## src/design/coefficient_quantizer_assert.svh

```systemverilog
// Assertion macros shared by the coefficient quantizer modules.
// No dependencies; included by the files that carry assertions.
`ifndef COEFFICIENT_QUANTIZER_ASSERT_SVH
`define COEFFICIENT_QUANTIZER_ASSERT_SVH

`ifndef NO_ASSERTIONS
`define CQ_ASSERT_IMP(label, clk, rstn, ante, cons) \
    label: assert property (@(posedge clk) disable iff (!rstn) (ante) |-> (cons)) \
        else $error("coefficient_quantizer: assertion failed");
`define CQ_ASSERT_NXT(label, clk, rstn, ante, cons) \
    label: assert property (@(posedge clk) disable iff (!rstn) (ante) |=> (cons)) \
        else $error("coefficient_quantizer: assertion failed");
`else
`define CQ_ASSERT_IMP(label, clk, rstn, ante, cons)
`define CQ_ASSERT_NXT(label, clk, rstn, ante, cons)
`endif

`endif

```

## src/design/cq_pkg.sv

```systemverilog
// Shared constants and codes of the coefficient quantizer.
// No dependencies.
package cq_pkg;

    localparam int STEP_W     = 10;
    localparam int DIM_W      = 7;
    localparam int POS_W      = 6;
    localparam int CFG_IDX_W  = 3;
    localparam int CFG_DATA_W = 10;

    localparam logic [CFG_IDX_W-1:0] REG_STEP_LUMA   = 3'd0;
    localparam logic [CFG_IDX_W-1:0] REG_STEP_U      = 3'd1;
    localparam logic [CFG_IDX_W-1:0] REG_STEP_V      = 3'd2;
    localparam logic [CFG_IDX_W-1:0] REG_FIRST_DIM   = 3'd3;
    localparam logic [CFG_IDX_W-1:0] REG_SECOND_DIM  = 3'd4;

    localparam logic [STEP_W-1:0] STEP_RESET = 10'd8;
    localparam logic [DIM_W-1:0]  DIM_RESET  = 7'd16;

    localparam logic [1:0] ST_DONE      = 2'd0;
    localparam logic [1:0] ST_BAD_ORDER = 2'd1;
    localparam logic [1:0] ST_BEYOND    = 2'd2;
    localparam logic [1:0] ST_OUTSIDE   = 2'd3;

    localparam logic ACT_QUANT   = 1'b0;
    localparam logic ACT_DEQUANT = 1'b1;

    localparam logic [1:0] PLANE_Y = 2'd0;
    localparam logic [1:0] PLANE_U = 2'd1;

    localparam logic [STEP_W-1:0] DC_FLOOR     = 10'd8;
    localparam logic [POS_W-1:0]  DC_GRID_MASK = 6'd3;

endpackage

```

## src/design/cq_front.sv

```systemverilog
// Input stage: region checks, step selection, dividend and product setup.
// Depends on cq_pkg.
module cq_front #(
    parameter int COEFF_BITS = 16,
    parameter int MAX_DIM    = 64,
    parameter int NUM_W      = 18,
    parameter int DIV_W      = 11,
    parameter int PROD_W     = 27
) (
    input  logic                          aclk,
    input  logic                          aresetn,
    input  logic                          s_valid,
    output logic                          s_ready,
    input  logic                          s_action,
    input  logic [1:0]                    s_plane,
    input  logic [cq_pkg::POS_W-1:0]      s_pos_first,
    input  logic [cq_pkg::POS_W-1:0]      s_pos_second,
    input  logic [cq_pkg::POS_W-1:0]      s_region_first_lo,
    input  logic [cq_pkg::POS_W-1:0]      s_region_second_lo,
    input  logic [cq_pkg::POS_W-1:0]      s_region_first_hi,
    input  logic [cq_pkg::POS_W-1:0]      s_region_second_hi,
    input  logic signed [COEFF_BITS-1:0]  s_coeff_in,
    input  logic [cq_pkg::STEP_W-1:0]     step_luma,
    input  logic [cq_pkg::STEP_W-1:0]     step_chroma_u,
    input  logic [cq_pkg::STEP_W-1:0]     step_chroma_v,
    input  logic [cq_pkg::DIM_W-1:0]      luma_first_dim,
    input  logic [cq_pkg::DIM_W-1:0]      luma_second_dim,
    output logic                          out_valid,
    input  logic                          out_ready,
    output logic                          out_action,
    output logic                          out_neg,
    output logic [1:0]                    out_status,
    output logic signed [COEFF_BITS-1:0]  out_coeff,
    output logic signed [PROD_W-1:0]      out_prod,
    output logic [NUM_W-1:0]              out_num,
    output logic [DIV_W-1:0]              out_div
);

    localparam int CLOG_DIM = $clog2(MAX_DIM + 1);
    localparam int CMP_W    = (CLOG_DIM > cq_pkg::DIM_W) ? CLOG_DIM : cq_pkg::DIM_W;
    localparam logic [CMP_W-1:0] MAX_DIM_C = CMP_W'(MAX_DIM);

    logic                            valid_reg;
    logic                            action_reg;
    logic                            neg_reg;
    logic [1:0]                      status_reg;
    logic signed [COEFF_BITS-1:0]    coeff_reg;
    logic signed [PROD_W-1:0]        prod_reg;
    logic [NUM_W-1:0]                num_reg;
    logic [DIV_W-1:0]                div_reg;

    logic                            chroma;
    logic [CMP_W-1:0]                dim_f, dim_s, size_f, size_s;
    logic                            bad_order, beyond, outside, dc_pos;
    logic [cq_pkg::STEP_W-1:0]       step_sel, step_nz, step_eff;
    logic [COEFF_BITS-1:0]           cu, mag;
    logic [1:0]                      status_next;

    always_comb begin
        chroma = (s_plane != cq_pkg::PLANE_Y);
        dim_f  = CMP_W'(luma_first_dim);
        dim_s  = CMP_W'(luma_second_dim);
        if (dim_f > MAX_DIM_C) begin
            dim_f = MAX_DIM_C;
        end
        if (dim_s > MAX_DIM_C) begin
            dim_s = MAX_DIM_C;
        end
        size_f = chroma ? (dim_f >> 1) : dim_f;
        size_s = chroma ? (dim_s >> 1) : dim_s;

        bad_order = (s_region_first_lo >= s_region_first_hi)
                 || (s_region_second_lo >= s_region_second_hi);
        beyond    = (CMP_W'(s_region_first_hi) >= size_f)
                 || (CMP_W'(s_region_second_hi) >= size_s);
        outside   = (s_pos_first < s_region_first_lo) || (s_pos_first > s_region_first_hi)
                 || (s_pos_second < s_region_second_lo)
                 || (s_pos_second > s_region_second_hi);

        if (bad_order) begin
            status_next = cq_pkg::ST_BAD_ORDER;
        end else if (beyond) begin
            status_next = cq_pkg::ST_BEYOND;
        end else if (outside) begin
            status_next = cq_pkg::ST_OUTSIDE;
        end else begin
            status_next = cq_pkg::ST_DONE;
        end

        if (s_plane == cq_pkg::PLANE_Y) begin
            step_sel = step_luma;
        end else if (s_plane == cq_pkg::PLANE_U) begin
            step_sel = step_chroma_u;
        end else begin
            step_sel = step_chroma_v;
        end
        step_nz  = (step_sel == '0) ? cq_pkg::STEP_W'(1) : step_sel;
        dc_pos   = ((s_pos_first & cq_pkg::DC_GRID_MASK) == '0)
                && ((s_pos_second & cq_pkg::DC_GRID_MASK) == '0);
        step_eff = (dc_pos && (step_nz < cq_pkg::DC_FLOOR)) ? cq_pkg::DC_FLOOR : step_nz;

        cu  = s_coeff_in;
        mag = cu[COEFF_BITS-1] ? (~cu + {{(COEFF_BITS-1){1'b0}}, 1'b1}) : cu;
    end

    assign s_ready = !valid_reg || out_ready;

    always_ff @(posedge aclk) begin
        if (!aresetn) begin
            valid_reg <= 1'b0;
        end else if (s_ready) begin
            valid_reg <= s_valid;
        end
    end

    always_ff @(posedge aclk) begin
        if (s_valid && s_ready) begin
            action_reg <= s_action;
            neg_reg    <= s_coeff_in[COEFF_BITS-1];
            status_reg <= status_next;
            coeff_reg  <= s_coeff_in;
            prod_reg   <= PROD_W'(s_coeff_in) * PROD_W'($signed({1'b0, step_eff}));
            num_reg    <= NUM_W'({mag, 1'b0}) + NUM_W'(step_eff);
            div_reg    <= DIV_W'({step_eff, 1'b0});
        end
    end

    assign out_valid  = valid_reg;
    assign out_action = action_reg;
    assign out_neg    = neg_reg;
    assign out_status = status_reg;
    assign out_coeff  = coeff_reg;
    assign out_prod   = prod_reg;
    assign out_num    = num_reg;
    assign out_div    = div_reg;

endmodule

```

## src/design/cq_div_cell.sv

```systemverilog
// One restoring-division cell: retires one quotient bit per item per cycle unless out_ready stalls it.
// Depends on coefficient_quantizer_assert.svh.
`include "coefficient_quantizer_assert.svh"

module cq_div_cell #(
    parameter int REM_W  = 11,
    parameter int NUM_W  = 18,
    parameter int SIDE_W = 48
) (
    input  logic              aclk,
    input  logic              aresetn,
    input  logic              in_valid,
    output logic              in_ready,
    input  logic [REM_W-1:0]  in_rem,
    input  logic [NUM_W-1:0]  in_nq,
    input  logic [REM_W-1:0]  in_div,
    input  logic [SIDE_W-1:0] in_side,
    output logic              out_valid,
    input  logic              out_ready,
    output logic [REM_W-1:0]  out_rem,
    output logic [NUM_W-1:0]  out_nq,
    output logic [REM_W-1:0]  out_div,
    output logic [SIDE_W-1:0] out_side
);

    logic              valid_reg;
    logic [REM_W-1:0]  rem_reg;
    logic [NUM_W-1:0]  nq_reg;
    logic [REM_W-1:0]  div_reg;
    logic [SIDE_W-1:0] side_reg;

    logic [REM_W:0]    trial;
    logic [REM_W:0]    diff;
    logic              take;
    logic [REM_W-1:0]  rem_next;
    logic [NUM_W-1:0]  nq_next;

    always_comb begin
        trial    = {in_rem, in_nq[NUM_W-1]};
        diff     = trial - {1'b0, in_div};
        take     = (trial >= {1'b0, in_div});
        rem_next = take ? diff[REM_W-1:0] : trial[REM_W-1:0];
        nq_next  = {in_nq[NUM_W-2:0], take};
    end

    assign in_ready = !valid_reg || out_ready;

    always_ff @(posedge aclk) begin
        if (!aresetn) begin
            valid_reg <= 1'b0;
        end else if (in_ready) begin
            valid_reg <= in_valid;
        end
    end

    always_ff @(posedge aclk) begin
        if (in_valid && in_ready) begin
            rem_reg  <= rem_next;
            nq_reg   <= nq_next;
            div_reg  <= in_div;
            side_reg <= in_side;
        end
    end

    assign out_valid = valid_reg;
    assign out_rem   = rem_reg;
    assign out_nq    = nq_reg;
    assign out_div   = div_reg;
    assign out_side  = side_reg;

    `CQ_ASSERT_IMP(a_rem_below_div, aclk, aresetn, valid_reg, rem_reg < div_reg)
    `CQ_ASSERT_NXT(a_word_advances, aclk, aresetn, in_valid && in_ready, valid_reg)

endmodule

```

## src/design/cq_back.sv

```systemverilog
// Output stage: sign, saturation and result select into the output register.
// Depends on cq_pkg and coefficient_quantizer_assert.svh.
`include "coefficient_quantizer_assert.svh"

module cq_back #(
    parameter int COEFF_BITS = 16,
    parameter int NUM_W      = 18,
    parameter int PROD_W     = 27
) (
    input  logic                          aclk,
    input  logic                          aresetn,
    input  logic                          in_valid,
    output logic                          in_ready,
    input  logic                          in_action,
    input  logic                          in_neg,
    input  logic [1:0]                    in_status,
    input  logic signed [COEFF_BITS-1:0]  in_coeff,
    input  logic signed [PROD_W-1:0]      in_prod,
    input  logic [NUM_W-1:0]              in_quot,
    output logic                          m_valid,
    input  logic                          m_ready,
    output logic signed [COEFF_BITS-1:0]  m_coeff_out,
    output logic [1:0]                    m_status
);

    localparam logic signed [COEFF_BITS-1:0] C_HI = {1'b0, {(COEFF_BITS-1){1'b1}}};
    localparam logic signed [COEFF_BITS-1:0] C_LO = {1'b1, {(COEFF_BITS-1){1'b0}}};
    localparam logic signed [PROD_W-1:0] P_HI =
        {{(PROD_W-COEFF_BITS+1){1'b0}}, {(COEFF_BITS-1){1'b1}}};
    localparam logic signed [PROD_W-1:0] P_LO =
        {{(PROD_W-COEFF_BITS+1){1'b1}}, {(COEFF_BITS-1){1'b0}}};
    localparam logic [NUM_W-1:0] Q_POS_LIM =
        {{(NUM_W-COEFF_BITS+1){1'b0}}, {(COEFF_BITS-1){1'b1}}};
    localparam logic [NUM_W-1:0] Q_NEG_LIM =
        {{(NUM_W-COEFF_BITS){1'b0}}, 1'b1, {(COEFF_BITS-1){1'b0}}};

    logic                          valid_reg;
    logic signed [COEFF_BITS-1:0]  coeff_reg;
    logic [1:0]                    status_reg;

    logic [NUM_W-1:0]              quot_neg;
    logic signed [COEFF_BITS-1:0]  q_res, p_res, coeff_next;
    logic                          status_rej;

    always_comb begin
        quot_neg = '0 - in_quot;
        if (in_neg) begin
            q_res = (in_quot > Q_NEG_LIM) ? C_LO : quot_neg[COEFF_BITS-1:0];
        end else begin
            q_res = (in_quot > Q_POS_LIM) ? C_HI : in_quot[COEFF_BITS-1:0];
        end

        if (in_prod > P_HI) begin
            p_res = C_HI;
        end else if (in_prod < P_LO) begin
            p_res = C_LO;
        end else begin
            p_res = in_prod[COEFF_BITS-1:0];
        end

        case (in_status)
            cq_pkg::ST_DONE: begin
                coeff_next = (in_action == cq_pkg::ACT_DEQUANT) ? p_res : q_res;
            end
            cq_pkg::ST_OUTSIDE: begin
                coeff_next = in_coeff;
            end
            default: begin
                coeff_next = '0;
            end
        endcase
    end

    assign in_ready = !valid_reg || m_ready;

    always_ff @(posedge aclk) begin
        if (!aresetn) begin
            valid_reg <= 1'b0;
        end else if (in_ready) begin
            valid_reg <= in_valid;
        end
    end

    always_ff @(posedge aclk) begin
        if (in_valid && in_ready) begin
            coeff_reg  <= coeff_next;
            status_reg <= in_status;
        end
    end

    assign m_valid     = valid_reg;
    assign m_coeff_out = coeff_reg;
    assign m_status    = status_reg;

    assign status_rej = (status_reg == cq_pkg::ST_BAD_ORDER) || (status_reg == cq_pkg::ST_BEYOND);

    `CQ_ASSERT_IMP(a_error_zero, aclk, aresetn, valid_reg && status_rej, coeff_reg == '0)

endmodule

```

## src/design/coefficient_quantizer.sv

```systemverilog
// Channel  | Handshake              | Payload
// s_       | s_valid / s_ready      | action, plane, position, region bounds, coeff_in
// m_       | m_valid / m_ready      | coeff_out, status
// cfg_     | cfg_valid / cfg_ready  | cfg_index, cfg_data (cfg_ready always high)
//
// One word per cycle sustained while m_ready holds; registers in order: input stage, one
// division cell per quotient bit (NUM_W = max(COEFF_BITS+1, 10) + 1), output register.
// The divider cell row sets the latency; the multiplier sits in the input stage.
// Reset clears only valid bits and loads the step and size registers; no clearing pass.
// A stall on m_ready reaches back through the cells over a combinational ready chain; bubbles collapse.
// Top level of the coefficient quantizer; depends on cq_pkg, cq_front, cq_div_cell, cq_back.
`include "coefficient_quantizer_assert.svh"

module coefficient_quantizer #(
    parameter int COEFF_BITS = 16,
    parameter int MAX_DIM    = 64
) (
    input  logic                              aclk,
    input  logic                              aresetn,
    input  logic                              s_valid,
    output logic                              s_ready,
    input  logic                              s_action,
    input  logic [1:0]                        s_plane,
    input  logic [cq_pkg::POS_W-1:0]          s_pos_first,
    input  logic [cq_pkg::POS_W-1:0]          s_pos_second,
    input  logic [cq_pkg::POS_W-1:0]          s_region_first_lo,
    input  logic [cq_pkg::POS_W-1:0]          s_region_second_lo,
    input  logic [cq_pkg::POS_W-1:0]          s_region_first_hi,
    input  logic [cq_pkg::POS_W-1:0]          s_region_second_hi,
    input  logic signed [COEFF_BITS-1:0]      s_coeff_in,
    output logic                              m_valid,
    input  logic                              m_ready,
    output logic signed [COEFF_BITS-1:0]      m_coeff_out,
    output logic [1:0]                        m_status,
    input  logic                              cfg_valid,
    output logic                              cfg_ready,
    input  logic [cq_pkg::CFG_IDX_W-1:0]      cfg_index,
    input  logic [cq_pkg::CFG_DATA_W-1:0]     cfg_data
);

    localparam int NUM_BASE = (COEFF_BITS + 1 > cq_pkg::STEP_W)
                            ? COEFF_BITS + 1 : cq_pkg::STEP_W;
    localparam int NUM_W    = NUM_BASE + 1;
    localparam int DIV_W    = cq_pkg::STEP_W + 1;
    localparam int PROD_W   = COEFF_BITS + cq_pkg::STEP_W + 1;
    localparam int SIDE_W   = 4 + COEFF_BITS + PROD_W;

    logic [cq_pkg::STEP_W-1:0] step_luma_reg, step_u_reg, step_v_reg;
    logic [cq_pkg::DIM_W-1:0]  first_dim_reg, second_dim_reg;

    assign cfg_ready = 1'b1;

    always_ff @(posedge aclk) begin
        if (!aresetn) begin
            step_luma_reg  <= cq_pkg::STEP_RESET;
            step_u_reg     <= cq_pkg::STEP_RESET;
            step_v_reg     <= cq_pkg::STEP_RESET;
            first_dim_reg  <= cq_pkg::DIM_RESET;
            second_dim_reg <= cq_pkg::DIM_RESET;
        end else if (cfg_valid && cfg_ready) begin
            case (cfg_index)
                cq_pkg::REG_STEP_LUMA:  step_luma_reg  <= cfg_data;
                cq_pkg::REG_STEP_U:     step_u_reg     <= cfg_data;
                cq_pkg::REG_STEP_V:     step_v_reg     <= cfg_data;
                cq_pkg::REG_FIRST_DIM:  first_dim_reg  <= cfg_data[cq_pkg::DIM_W-1:0];
                cq_pkg::REG_SECOND_DIM: second_dim_reg <= cfg_data[cq_pkg::DIM_W-1:0];
                default: begin
                end
            endcase
        end
    end

    logic                          f_action, f_neg;
    logic [1:0]                    f_status;
    logic signed [COEFF_BITS-1:0]  f_coeff;
    logic signed [PROD_W-1:0]      f_prod;

    logic              stg_valid [0:NUM_W];
    logic              stg_ready [0:NUM_W];
    logic [DIV_W-1:0]  stg_rem   [0:NUM_W];
    logic [NUM_W-1:0]  stg_nq    [0:NUM_W];
    logic [DIV_W-1:0]  stg_div   [0:NUM_W];
    logic [SIDE_W-1:0] stg_side  [0:NUM_W];

    cq_front #(
        .COEFF_BITS (COEFF_BITS),
        .MAX_DIM    (MAX_DIM),
        .NUM_W      (NUM_W),
        .DIV_W      (DIV_W),
        .PROD_W     (PROD_W)
    ) u_front (
        .aclk               (aclk),
        .aresetn            (aresetn),
        .s_valid            (s_valid),
        .s_ready            (s_ready),
        .s_action           (s_action),
        .s_plane            (s_plane),
        .s_pos_first        (s_pos_first),
        .s_pos_second       (s_pos_second),
        .s_region_first_lo  (s_region_first_lo),
        .s_region_second_lo (s_region_second_lo),
        .s_region_first_hi  (s_region_first_hi),
        .s_region_second_hi (s_region_second_hi),
        .s_coeff_in         (s_coeff_in),
        .step_luma          (step_luma_reg),
        .step_chroma_u      (step_u_reg),
        .step_chroma_v      (step_v_reg),
        .luma_first_dim     (first_dim_reg),
        .luma_second_dim    (second_dim_reg),
        .out_valid          (stg_valid[0]),
        .out_ready          (stg_ready[0]),
        .out_action         (f_action),
        .out_neg            (f_neg),
        .out_status         (f_status),
        .out_coeff          (f_coeff),
        .out_prod           (f_prod),
        .out_num            (stg_nq[0]),
        .out_div            (stg_div[0])
    );

    assign stg_rem[0]  = '0;
    assign stg_side[0] = {f_action, f_neg, f_status, f_coeff, f_prod};

    for (genvar i = 0; i < NUM_W; i++) begin : g_cell
        cq_div_cell #(
            .REM_W  (DIV_W),
            .NUM_W  (NUM_W),
            .SIDE_W (SIDE_W)
        ) u_cell (
            .aclk      (aclk),
            .aresetn   (aresetn),
            .in_valid  (stg_valid[i]),
            .in_ready  (stg_ready[i]),
            .in_rem    (stg_rem[i]),
            .in_nq     (stg_nq[i]),
            .in_div    (stg_div[i]),
            .in_side   (stg_side[i]),
            .out_valid (stg_valid[i+1]),
            .out_ready (stg_ready[i+1]),
            .out_rem   (stg_rem[i+1]),
            .out_nq    (stg_nq[i+1]),
            .out_div   (stg_div[i+1]),
            .out_side  (stg_side[i+1])
        );
    end

    logic [SIDE_W-1:0] side_end;
    assign side_end = stg_side[NUM_W];

    cq_back #(
        .COEFF_BITS (COEFF_BITS),
        .NUM_W      (NUM_W),
        .PROD_W     (PROD_W)
    ) u_back (
        .aclk        (aclk),
        .aresetn     (aresetn),
        .in_valid    (stg_valid[NUM_W]),
        .in_ready    (stg_ready[NUM_W]),
        .in_action   (side_end[PROD_W+COEFF_BITS+3]),
        .in_neg      (side_end[PROD_W+COEFF_BITS+2]),
        .in_status   (side_end[PROD_W+COEFF_BITS +: 2]),
        .in_coeff    ($signed(side_end[PROD_W +: COEFF_BITS])),
        .in_prod     ($signed(side_end[PROD_W-1:0])),
        .in_quot     (stg_nq[NUM_W]),
        .m_valid     (m_valid),
        .m_ready     (m_ready),
        .m_coeff_out (m_coeff_out),
        .m_status    (m_status)
    );

    `CQ_ASSERT_IMP(a_stall_from_output, aclk, aresetn, !s_ready, m_valid && !m_ready)

endmodule
```

## config.mk

```make
export PLATFORM = sky130hd
export DESIGN_NAME = coefficient_quantizer
export DESIGN_NICKNAME = d
export VERILOG_FILES = /design/src/design/cq_pkg.sv /design/src/design/cq_front.sv /design/src/design/cq_div_cell.sv /design/src/design/cq_back.sv /design/src/design/coefficient_quantizer.sv
export VERILOG_INCLUDE_DIRS = /design/src /design/src/design
export SDC_FILE = /design/constraint.sdc
export NUM_CORES = 2
export LEC_CHECK = 0
export BUFFER_PORTS_ARGS = -buffer_cell sky130_fd_sc_hd__buf_4
export CAP_MARGIN = 10
export CORE_MARGIN = 3
export CORE_UTILIZATION = 58
export CTS_CLUSTER_SIZE = 14
export DETAILED_ROUTE_END_ITERATION = 10
export GPL_ROUTABILITY_DRIVEN = 0
export PLACE_DENSITY_LB_ADDON = 0.1
export SKIP_CTS_REPAIR_TIMING = 1
export SYNTH_ARGS = -nofsm -noshare
export SYNTH_HDL_FRONTEND = slang
export SYNTH_SLANG_ARGS = --single-unit
```

## constraint.sdc

```tcl
create_clock -name aclk -period 20.7 [get_ports aclk]
set_clock_uncertainty 0.05 [all_clocks]
set_input_delay 5.175 -clock aclk [delete_from_list [all_inputs] [get_ports aclk]]
set_output_delay 5.175 -clock aclk [all_outputs]
set_load 0.005 [all_outputs]
```

; Word level (Yosys, flattened, before mapping)
; Index checks and enable logic that the tools add are counted.
[classes]
add_sub_neg = 20
multipliers = 1
n_lt_le_gt_ge = 33
eq_ne = 6
muxes = 35
bitwise_logic = 1
reduce_logical = 79
[ops]
columns = op, count
row1 = $ge A12 B11 Y1, 17
row2 = $mux W11, 16
row3 = $sub A11 B11 Y11, 16
row4 = $mux W16, 7
row5 = $mux W10, 4
row6 = $pmux W16 S2, 1
row7 = $mux W7, 4
row8 = $gt A27 B16 Y1 const B, 1
row9 = $lt A27 B16 Y1 const B, 1
row10 = $mul A16 B11 Y27, 1
row11 = $logic_or A1 B1 Y1, 25
row12 = $logic_and A1 B1 Y1, 22
row13 = $logic_not A1 Y1, 20
row14 = $add A17 B10 Y18, 1
row15 = $gt A18 B15 Y1 const B, 1
row16 = $gt A18 B16 Y1 const B, 1
row17 = $add A16 B1 Y16 const B, 1
row18 = $not A16 Y16, 1
row19 = $sub A1 B16 Y16 const A, 1
row20 = $ge A6 B7 Y1, 2
row21 = $gt A7 B7 Y1 const B, 2
row22 = $ge A6 B6 Y1, 2
row23 = $gt A6 B6 Y1, 2
row24 = $logic_not A6 Y1, 2
row25 = other kinds (16), 24
[totals]
ff_bits = 1684
in_bits = 73
out_inout_bits = 21
wordCells = 280

; Depth between registers and ports, before layout
[logic_depth]
word_depth = 22
depth_mapped = 27
ltp_nobuf = 26

; By module
; A second synthesis with hierarchy kept.
[hier_totals]
hier_cells = 5139
hier_area_um2 = 75576.2
[modules_own_cells]
columns = module, n_inst, cells_each, area_each_um2, seq_area_each_um2
row1 = cq_div_cell, 18, 202, 3410.8, 2632.5
row2 = cq_front, 1, 1154, 10860.4, 2212.1
row3 = coefficient_quantizer, 1, 163, 1674.1, 880.8
row4 = cq_back, 1, 186, 1647.8, 560.5

; Worst setup path after synthesis
; Ideal clock, no wire load.
[synth_timing]
kind = in2reg
startpoint = input m_ready
endpoint = register g_cell[10].u_cell.div_reg[10] (enable)
setup_time_ns = 0.655
t_arrival_ns = 11.980
t_required_ns = 19.995
slack_ns = 8.015
path_stages = 6
n_path_buf = 0
path_cell_list = and4b_1 -> and2_1 -> nand2_1 -> nor2_1 -> and2_1 -> a21boi_0
[synth_via]
elab_chain_len = 10
[synth_lines]
columns = item, line
row1 = start: declaration, coefficient_quantizer.sv:32  ; input logic m_ready,
row2 = $logic_or A1 B1 Y1, cq_back.sv:74  ; assign in_ready = !valid_reg || m_ready;
row3 = $logic_or A1 B1 Y1 (8 in series), cq_div_cell.sv:46  ; assign in_ready = !valid_reg || out_ready;
row4 = $logic_and A1 B1 Y1, cq_div_cell.sv:57  ; if (in_valid && in_ready) begin
row5 = end signal: assignment, cq_div_cell.sv:60  ; div_reg <= in_div;
row6 = end: declaration, cq_div_cell.sv:29  ; logic [REM_W-1:0] div_reg;
; No other way between the ends.
; A chain may end at the register's enable or synchronous reset.

; Worst setup path in the final report
[layout_timing]
startpoint = input m_ready
endpoint = output s_ready
[layout_via]
elab_chain_len = 20
[layout_lines]
columns = item, line
row1 = $logic_or A1 B1 Y1, cq_back.sv:74
row2 = $logic_or A1 B1 Y1 (18 in series), cq_div_cell.sv:46
row3 = $logic_or A1 B1 Y1, cq_front.sv:106  ; assign s_ready = !valid_reg || out_ready;
row4 = end: declaration, coefficient_quantizer.sv:21  ; output logic s_ready,
; No other way between the ends.

==> impl_metrics.toml <==
[finish]
nets = 5104
largest_reg_flops = 828
diodes = 0
drive_above_1_share_pct = 10.4
post-route-util_pct = 65.5
final_cell_area_um2 = 76400
nFillCells = 8137
area_growth_pct = 11.7

[timing]
rsz0062_at_grt = "no"
fin_crit_sh_pct = 63.9
fin_crit_ps = 13220
worst_slew_pin_slew_ps = 1130
finalSetupViolCount = 0
setup_tns_ps = 0
finalMaxSlewViolations = 0
hold_violations = 0
relSlewSlack_pct = 24.0
max_freq_mhz = 75.6

[yosys]
syn-mean-instance-area_um2 = 15.7
yosysUniqueCellTypes = 84
synthesis.area_um2 = 68500
synth-seq-cells = 1647
netlist_instances = 4351
yosys_warnings = 0
async_reset_ff_share_pct = 0
synth_edf_count = 1583
seq_area_frac_synth_pct = 71.3
synth_flop_cell = "edfxtp_1"
syn-num-nets = 4876

[clock_network]
cts_tree = "done"
cts.path.max_buffers = 3
clk_pin_slew_ps = 60
clock_sinks = 1647
clock_latency_ps = 740
htree_levels = 4
numCtsBuffers = 160
cts_root_buf = "clkbuf_16"

[min_path]
hold_path_class = "reg -> reg"

[worst_setup_path]
slowest_stage = "nor3_2"
cp_cell_sequence = "buf_4, and4b_1, nand4_1, nor3_2, nand3_1, nor3_2, nand3_1, buf_4"
worst-setup-path-type = "in -> out"
critPathMaxFanout = 6
worstPathArrival_ps = 8000
cp-endpoint = "s_ready"
endpoint_kind = "output port"
critPathMaxStageDelay_ps = 640
rr_endpoint = "u_front.out_prod[25]"
path_depth = 8
r2r_cells = 21
r2r_start = "step_u_reg[9]"
cp.required_ps = 15480
start_kind = "primary input"
r2r_slack_ps = 13440
path_buf_inv = 2
crit_family = "simple AND/OR/NAND/NOR gates"
critPathLaunch = "m_ready"

[routing]
ant_nets = 0
wl_um = 107000
wl_met3_um = 3900
routed.top_layer = "met4"
viasPerCell = 5.30
wl_met1_um = 44200
drt_pass1_iterations = 7
wl_met2_um = 54400
first_iter_violations = 1864
post_drt_wl_per_cell_um = 17.1
vias = 33027
drc = 0

[floorplanning]
io_pins = 94
fp-row-count = 125
die-area_um2 = 122000
die_w_um = 350
die_y_um = 350
start_util_pct = 58.7
core-area_um2 = 117000

[global_route]
overflow = 0
track_usage_pct = 18.0
grt_pass1_vias = 33959
grt_max_degree = 83
grt_antenna_before_repair = 0
grt_first_pass_wirelength_um = 174000

[run_status]
status = "completed"

[power]
powerDensity_nw_per_um2 = 88.8
peakVddDrop_uv = 76.2
leakagePower_nw = 27.6

[place]
io_buffer_count = 92
hpwlAfterDp_um = 75400
post_dp_cell_area_um2 = 71200

[flow_run]
cap_violations = 0
worst register-to-register path: cells and delay by family, from the launching register on:
kind,cells,cell delay (ps)
muxes,2,800
and+or+nand+nor,5,1420
DFF,1,310
buffers and inverters,3,140
AOI/OAI and AO/OA,4,1240
xor gates and xnor gates,1,90
adders and majority gates,6,2950
routing by layer:
layer	global-route usage, %	vias up
li1	-	16300
met1	21.8	15885
met2	31.8	595
met3	3.12	247
met4	7.77	0
met5	0	-
synthesized netlist by cell type, drive strengths merged (75+ instances only):
cell type     n  area share, %
xnor2       102            1.3
mux2         79            1.3
nor2b        75           0.69
ha          290            5.3
nor2        223            1.2
edfxtp     1583             69
inv         451            2.5
a21oi       179            1.4
a21boi       78           0.86
fa          162            4.7
o21ai       101           0.75
nand2       260            1.4
worst min path at each step:
stage | startpoint | endpoint | slack [ps] | cells after the start
detailed placement | u_front.out_prod[15] | g_cell[0].u_cell.out_side[15] | 350 | 0
floorplan | u_front.out_num[9] | g_cell[0].u_cell.out_nq[10] | 350 | 0
global placement | g_cell[2].u_cell.out_side[14] | g_cell[3].u_cell.out_side[14] | 350 | 0
finish | g_cell[8].u_cell.out_side[9] | g_cell[9].u_cell.out_side[9] | 350 | 0
global route | g_cell[10].u_cell.out_side[17] | g_cell[11].u_cell.out_side[17] | 360 | 0
CTS | g_cell[12].u_cell.out_side[6] | g_cell[13].u_cell.out_side[6] | 350 | 0
metrics by stage:
stage / total power [mW] / cells / setup slack, ps / hold slack (ps)
after floorplan: 3.96 / 4351 / 8020 / 350
final: 6.78 / 6231 / 7480 / 350
after detailed placement: 4.04 / 5938 / 7480 / 355
after global placement: 4.03 / 5938 / 7500 / 350
after CTS: 6.88 / 6228 / 7450 / 351
after global routing: 7.06 / 6231 / 7190 / 358
cells by family after synthesis:
family	Yosys count	share of synthesized area (%)
AO/OA/AOI/OAI	615	5.95
XOR/XNOR	152	1.94
multiplexers	109	1.76
other	2	0.0110
AND/OR/NAND/NOR	858	6.13
flip-flops	1647	71.3
buffers and inverters	516	2.86
adder cells (fa/ha/maj)	452	10.0
layout make-up:
class	count	area, um^2	share of cell area, %
well taps	1524	1910	2.49
repair buffers	129	976	1.28
inverters	453	1700	2.22
flip-flops and latches	1647	48800	63.9
clock buffers	200	4240	5.54
multi-input cells	2188	17900	23.4
clock inverters	90	955	1.25
power by group:
group          switching, mW  leakage [nW]  internal (mW)
Combinational          0.168          10.2          0.118
Sequential            0.0139          14.9           3.67
Clock                   1.15          2.52           1.67
Total                   1.33          27.6           5.45
placed cells by master, fill, tap and decap left out, types with 64 or more instances in the layout:
cell type	count
clkbuf_16	163
nor2_1	220
a21oi_1	168
a21boi_0	70
o21ai_0	77
inv_1	451
mux2_2	79
fa_1	162
dfxtp_1	64
nor2b_1	68
buf_4	127
xnor2_1	102
edfxtp_1	1583
and2_1	67
ha_1	290
nand2_1	260
No activity file was read; power rests on OpenSTA's default activity.
